[config.mk]
export PLATFORM = sky130hd
export DESIGN_NAME = hsl_to_rgb_converter
export DESIGN_NICKNAME = d
export VERILOG_FILES = /design/src/hw/rtl/hslrgb_pkg.sv /design/src/hw/rtl/hslrgb_scale.sv /design/src/hw/rtl/hsl_to_rgb_converter.sv
export SDC_FILE = /design/constraint.sdc
export NUM_CORES = 2
export LEC_CHECK = 0
export ABC_AREA = 1
export CORE_ASPECT_RATIO = 1.4
export CORE_MARGIN = 8
export CORE_UTILIZATION = 40
export CTS_CLUSTER_DIAMETER = 120
export DETAILED_ROUTE_END_ITERATION = 6
export DONT_BUFFER_PORTS = 1
export PLACE_DENSITY = 0.53
export SYNTH_ARGS = -nofsm -noshare
export SYNTH_HDL_FRONTEND = slang
export SYNTH_SLANG_ARGS = --single-unit
[constraint.sdc]
create_clock -name clk -period 15.5 [get_ports clk]
set_input_delay 0.775 -clock clk [delete_from_list [all_inputs] [get_ports clk]]
set_output_delay 0.775 -clock clk [all_outputs]
set_load 0.05 [all_outputs]
[src/hw/rtl/hslrgb_pkg.sv]
`default_nettype none

package hslrgb_pkg;

  // fraction bits of hue, saturation and lightness
  localparam int FRAC_BITS_DEF = 16;

  // output channel range
  localparam int CHAN_W   = 8;
  localparam int CHAN_MAX = 255;

  // hue sextants, in the order hue runs through them
  typedef enum logic [2:0] {
    SEC_RED_YEL   = 3'd0,
    SEC_YEL_GRN   = 3'd1,
    SEC_GRN_CYAN  = 3'd2,
    SEC_CYAN_BLUE = 3'd3,
    SEC_BLUE_MAG  = 3'd4,
    SEC_MAG_RED   = 3'd5
  } sector_t;

endpackage

`default_nettype wire

[src/hw/rtl/hslrgb_scale.sv]
`default_nettype none

// Last stage of one channel: sum * 255 >> (FRAC_BITS+1), clamped to 0..255, registered.
module hslrgb_scale
  import hslrgb_pkg::*;
#(
  parameter int FRAC_BITS = FRAC_BITS_DEF
) (
  input  wire logic                     clk,
  input  wire logic                     en,
  input  wire logic signed [FRAC_BITS+3:0] sum_i,
  output      logic [CHAN_W-1:0]        chan_r
);

  logic [FRAC_BITS+10:0] prod;
  logic [9:0]            quot;
  logic [CHAN_W-1:0]     chan_nxt;

  always_comb begin
    // x*255 as (x<<8) - x; only the nonnegative range matters
    prod = {sum_i[FRAC_BITS+2:0], 8'b0} - {8'b0, sum_i[FRAC_BITS+2:0]};
    quot = prod[FRAC_BITS+10:FRAC_BITS+1];
    if (sum_i[FRAC_BITS+3] || sum_i == '0) begin
      chan_nxt = '0;
    end else if (quot > 10'(CHAN_MAX)) begin
      chan_nxt = CHAN_W'(CHAN_MAX);
    end else begin
      chan_nxt = quot[CHAN_W-1:0];
    end
  end

  always_ff @(posedge clk) begin
    if (en) begin
      chan_r <= chan_nxt;
    end
  end

endmodule

`default_nettype wire

[src/hw/rtl/hsl_to_rgb_converter.sv]
`default_nettype none

// Channel | dir | tdata fields, lowest bit up
// in_     | in  | hue [F-1:0], saturation [F+1 bits], lightness [F+1 bits], zero pad to bytes
// out_    | out | red [7:0], green [15:8], blue [23:16]
//
// Five-stage pipeline: clamp/deviation/sextant, chroma multiply, x multiply,
// channel placement and sum, scale-and-clamp into the output register.
// One pixel per clock while out_tready stays high; out_tvalid rises once the pixel
// has passed through the stage registers in the order above.
// Each full stage holds while its successor is stalled, so bubbles are
// squeezed out and nothing is dropped or repeated. rst_n clears only the valid bits.
module hsl_to_rgb_converter
  import hslrgb_pkg::*;
#(
  parameter int FRAC_BITS = FRAC_BITS_DEF
) (
  input  wire logic clk,
  input  wire logic rst_n,
  input  wire logic in_tvalid,
  output      logic in_tready,
  // hue, saturation, lightness (lowest bit up), zero pad
  input  wire logic [((3*FRAC_BITS+9)/8)*8-1:0] in_tdata,
  output      logic out_tvalid,
  input  wire logic out_tready,
  // red, green, blue (lowest bit up)
  output      logic [3*CHAN_W-1:0] out_tdata
);

  localparam int F      = FRAC_BITS;
  localparam int NSTAGE = 5;
  localparam logic [F+1:0] ONE = (F+2)'(1) << F;

  logic [NSTAGE-1:0] v_r;
  logic [NSTAGE-1:0] en;

  // handshake: a stage moves when it is empty or its successor moves
  always_comb begin
    en[NSTAGE-1] = !v_r[NSTAGE-1] || out_tready;
    for (int k = NSTAGE - 2; k >= 0; k--) begin
      en[k] = !v_r[k] || en[k+1];
    end
  end

  always_ff @(posedge clk) begin
    if (!rst_n) begin
      v_r <= '0;
    end else begin
      if (en[0]) begin
        v_r[0] <= in_tvalid;
      end
      for (int k = 1; k < NSTAGE; k++) begin
        if (en[k]) begin
          v_r[k] <= v_r[k-1];
        end
      end
    end
  end

  assign in_tready  = en[0];
  assign out_tvalid = v_r[NSTAGE-1];

  // ---- stage 1: clamp, |2L-1|, sextant and weight
  logic [F-1:0] hue_in;
  logic [F:0]   sat_in, lgt_in;
  logic [F:0]   sat_nxt, lgt_nxt, omd_nxt, w_nxt;
  logic [F+1:0] l2, dev;
  logic [F+2:0] h6;
  logic [F-1:0] frac;
  sector_t      sec_nxt;

  assign hue_in = in_tdata[F-1:0];
  assign sat_in = in_tdata[2*F:F];
  assign lgt_in = in_tdata[3*F+1:2*F+1];

  always_comb begin
    sat_nxt = ({1'b0, sat_in} > ONE) ? ONE[F:0] : sat_in;
    lgt_nxt = ({1'b0, lgt_in} > ONE) ? ONE[F:0] : lgt_in;
    l2      = {lgt_nxt, 1'b0};
    dev     = (l2 >= ONE) ? (l2 - ONE) : (ONE - l2);
    omd_nxt = ONE[F:0] - dev[F:0];
    h6      = {3'b0, hue_in} * (F+3)'(6);
    sec_nxt = sector_t'(h6[F+2:F]);
    frac    = h6[F-1:0];
    w_nxt   = h6[F] ? (ONE[F:0] - {1'b0, frac}) : {1'b0, frac};
  end

  logic [F:0] s1_omd_r, s1_sat_r, s1_lgt_r, s1_w_r;
  sector_t    s1_sec_r;

  always_ff @(posedge clk) begin
    if (en[0]) begin
      s1_omd_r <= omd_nxt;
      s1_sat_r <= sat_nxt;
      s1_lgt_r <= lgt_nxt;
      s1_w_r   <= w_nxt;
      s1_sec_r <= sec_nxt;
    end
  end

  // ---- stage 2: chroma = (1-|2L-1|) * S
  logic [2*F+1:0] cprod;
  logic [F:0]     s2_chroma_r, s2_lgt_r, s2_w_r;
  sector_t        s2_sec_r;

  assign cprod = (2*F+2)'(s1_omd_r) * (2*F+2)'(s1_sat_r);

  always_ff @(posedge clk) begin
    if (en[1]) begin
      s2_chroma_r <= cprod[2*F:F];
      s2_lgt_r    <= s1_lgt_r;
      s2_w_r      <= s1_w_r;
      s2_sec_r    <= s1_sec_r;
    end
  end

  // ---- stage 3: x = chroma * w
  logic [2*F+1:0] xprod;
  logic [F:0]     s3_chroma_r, s3_x_r, s3_lgt_r;
  sector_t        s3_sec_r;

  assign xprod = (2*F+2)'(s2_chroma_r) * (2*F+2)'(s2_w_r);

  always_ff @(posedge clk) begin
    if (en[2]) begin
      s3_chroma_r <= s2_chroma_r;
      s3_x_r      <= xprod[2*F:F];
      s3_lgt_r    <= s2_lgt_r;
      s3_sec_r    <= s2_sec_r;
    end
  end

  // ---- stage 4: place chroma and x, add 2m = 2L - chroma
  logic [F:0]          pr, pg, pb;
  logic signed [F+3:0] base, sr_nxt, sg_nxt, sb_nxt;

  always_comb begin
    pr = '0;
    pg = '0;
    pb = '0;
    unique case (s3_sec_r)
      SEC_RED_YEL: begin
        pr = s3_chroma_r; pg = s3_x_r;
      end
      SEC_YEL_GRN: begin
        pr = s3_x_r;      pg = s3_chroma_r;
      end
      SEC_GRN_CYAN: begin
        pg = s3_chroma_r; pb = s3_x_r;
      end
      SEC_CYAN_BLUE: begin
        pg = s3_x_r;      pb = s3_chroma_r;
      end
      SEC_BLUE_MAG: begin
        pr = s3_x_r;      pb = s3_chroma_r;
      end
      default: begin
        pr = s3_chroma_r; pb = s3_x_r;
      end
    endcase
    base   = $signed({2'b0, s3_lgt_r, 1'b0}) - $signed({3'b0, s3_chroma_r});
    sr_nxt = $signed({2'b0, pr, 1'b0}) + base;
    sg_nxt = $signed({2'b0, pg, 1'b0}) + base;
    sb_nxt = $signed({2'b0, pb, 1'b0}) + base;
  end

  logic signed [F+3:0] s4_sr_r, s4_sg_r, s4_sb_r;

  always_ff @(posedge clk) begin
    if (en[3]) begin
      s4_sr_r <= sr_nxt;
      s4_sg_r <= sg_nxt;
      s4_sb_r <= sb_nxt;
    end
  end

  // ---- stage 5: scale by 255, clamp, output register
  logic [CHAN_W-1:0] red_r, green_r, blue_r;

  hslrgb_scale #(.FRAC_BITS(FRAC_BITS)) u_scale_red (
    .clk    (clk),
    .en     (en[4]),
    .sum_i  (s4_sr_r),
    .chan_r (red_r)
  );

  hslrgb_scale #(.FRAC_BITS(FRAC_BITS)) u_scale_green (
    .clk    (clk),
    .en     (en[4]),
    .sum_i  (s4_sg_r),
    .chan_r (green_r)
  );

  hslrgb_scale #(.FRAC_BITS(FRAC_BITS)) u_scale_blue (
    .clk    (clk),
    .en     (en[4]),
    .sum_i  (s4_sb_r),
    .chan_r (blue_r)
  );

  assign out_tdata = {blue_r, green_r, red_r};

endmodule

`default_nettype wire

==> run metrics <==
CTS Sinks=about 260; Worst Hold Depth=0; Vias=25,500; R2R setup slack=8.84 ns; area grow syn2layout=5.39%; Synth cell types=51; worst min path class=in -> reg; Worst Reg-to-Reg Cells=24; Post-CTS Resized=0; sequential element share of the synthesized area=22.9%; Die X=263 um; Final Wtd Congestion=0.959; largest net degree at the start of global routing=61; IO buf count=0; GR Overflow Total=0; ant diodes=0; # fillers=8,707; Final Hold Vio Count=0; crit-path cells=nand2_1 > fa_1 > inv_1 > fa_1 > inv_1 > fa_1 > inv_1 > fa_1 > fa_1 > inv_1 > fa_1 > inv_1 > ha_1 > nand2_1 > inv_1 > nand2_1 > nand2_1 > a21oi_1 > nand2_1 > a21boi_0 > o21ai_0 > nand2_1 > nand2_1 > xor2_1; # hold bufs at CTS=0; Hold EP=s1_lgt_r[16]$_DFFE_PP_; Synth async-reset ratio=0%; top cell type's share of synthesized area=24.4%; I/O pin cnt=86; slowest stage delay, CP=0.94 ns; WHS=approximately 0.26 ns; slowest stage cell, crit path=edfxtp_1; max-cap viol count=0; clock period minus worst slack=6.66 ns; worst slew pin tran=1.14 ns; CTS Buf Count=29; Hold Path Origin=in_tdata[49]; Nets=just under 5,000; Most used DFF post-synth=edfxtp_1; top area cells in the synthesized netlist=fa_1 (24%), edfxtp_1 (23%), ha_1 (12%); period utilization=42.9%; DR pass1 iterations=5; synthesis-stage register bit count=262; Worst-Skew Late Latency=0.61 ns; row count=about 130; cells after synthesis=4,150; crit path kind=reg -> reg; CTS max path bufs=3; vias in the first global route=27,100; clock-pin slew on the worst setup and hold paths=0.06 ns; Syn Area/Cell=8.24 sq um; initial core utilization=40.1%; Final Max Tran Viols=0; htree depth=1; r2r startpoint=s1_omd_r[6]$_DFFE_PP_; Max Fclk=between 0.15 and 0.2 GHz; first-pass GRT wire length=137 mm; Worst EP arrival=6.99 ns; Synth warnings=0; final WL=84.1 mm; synth cell count leaders=inv_1 (1,049), nand2_1 (967), fa_1 (417); Root Buffer=clkbuf_16; Post-CTS Setup Repair Bufs=0; Final Skew=0.0399 ns; Iter 0 DRT Violations=1,118; most numerous cell in the Yosys netlist=inv_1; CP required=15.83 ns; RR Endpoint=s2_chroma_r[12]$_DFFE_PP_; DRT antenna net count=0; cell mode on critical path=nand2_1; GRT Total Usage=17.7%; Setup violations, final=0; die area=95,200 sq um; cell accounting for the most synthesized area=fa_1; DR WL/cell=16.3 um; vias per cell=4.93; crit path from=s1_omd_r[6]$_DFFE_PP_; status=completed; hpwl dp=68.7 mm; Post-Syn Area=34,200 sq um; # DRC=0; Slew headroom=23.3%; EDFF count, synth=257; RSZ-0062 raised after global routing=false; Startpoint Class=flip-flop; syn nets=4,959; Core Area=85,200 sq um; Die Height=~360 um; critical path capture point type=flip-flop; CTS tree=built; initial antenna violation count=0; share of cells above drive strength 1=2.58%; crit-path max FO=17; TNS Setup=0 ns
cells by family after synthesis:
logic type | synth area share (%)
buffers and inverters | 13.2
and+or+nand+nor | 16.4
DFF | 22.9
AOI/OAI and AO/OA | 7.09
xor gates and xnor gates | 3.82
adders and majority gates | 36.6
final cells by class:
cell class | instances | area, sq um | area share (%)
clock buffer | 31 | 733 | 2.04
clock inverter | 18 | 150 | 0.417
inverter | 1055 | 3960 | 11.0
multi-input combinational | 2692 | 21900 | 60.7
sequential | 262 | 7820 | 21.7
tap | 1096 | 1370 | 3.81
timing repair buffer | 18 | 135 | 0.375
per-layer routing:
metal  GRT usage, %  share of wire, %  up-vias
li1               -                 -    12600
met3           1.74               3.1      208
met4           7.70               4.5        0
met1           18.8                38    12300
met5              0                 0        -
met2           35.1                54      451
worst max path at each step:
stage,slack [ns],cells after the start,end
after floorplan,8.90,8,in_tready
after global placement,8.84,24,s2_chroma_r[12]$_DFFE_PP_
after detailed placement,8.87,24,s2_chroma_r[12]$_DFFE_PP_
after CTS,8.82,24,s2_chroma_r[12]$_DFFE_PP_
after global routing,8.46,22,s2_chroma_r[15]$_DFFE_PP_
final,8.84,24,s2_chroma_r[12]$_DFFE_PP_
stage by stage:
| stage | worst slack (ns) | cell area (sq um) | cells | utilization [%] |
|---|---|---|---|---|
| 4_1_cts | 8.82 | 36000 | 5172 | 42.3 |
| 6_report | 8.84 | 36000 | 5172 | 42.3 |
| 3_3_place_gp | 8.84 | 35100 | 5123 | 41.3 |
| 2_1_floorplan | 8.90 | 34200 | 4150 | - |
| 3_5_place_dp | 8.87 | 35100 | 5123 | 41.3 |
| 5_1_grt | 8.46 | 36000 | 5172 | 42.3 |
worst max-delay path: cells and delay by family, from the launching register on:
kind | cells | cell delay (ns)
xor gates and xnor gates | 1 | 0.14
adders and majority gates | 7 | 3.57
buffers and inverters | 6 | 0.34
and+or+nand+nor | 7 | 0.70
DFF | 1 | 0.94
AOI/OAI and AO/OA | 3 | 0.68
flip-flops by register name, indices dropped and copies added, names as in the netlist, 15 cells and up:
| name | cells |
|---|---|
| s4_sr_r | 20 |
| s4_sb_r | 19 |
| s4_sg_r | 19 |
| s1_lgt_r | 17 |
| s1_sat_r | 17 |
| s2_chroma_r | 17 |
| s2_lgt_r | 17 |
| s3_chroma_r | 17 |
| s3_lgt_r | 17 |
| s3_x_r | 17 |
| s1_w_r | 16 |
| s2_w_r | 16 |
| s1_omd_r | 15 |
cell usage in the layout, fill, tap and decap left out, types with 12 or more instances in the layout:
cell type / instances
a21o_1: 12
a21oi_1: 170
buf_4: 18
clkbuf_16: 29
edfxtp_1: 257
fa_1: 417
ha_1: 332
inv_1: 1046
nand2_1: 966
nand3_1: 127
nand4_1: 39
nor2_1: 162
nor3_1: 26
nor4_1: 16
o21ai_0: 87
o21ai_1: 19
o22ai_1: 52
xnor2_1: 47
xor2_1: 102
Power is not shown: default switching activity piles up to over one toggle a cycle in this logic, so the estimate is an artifact.
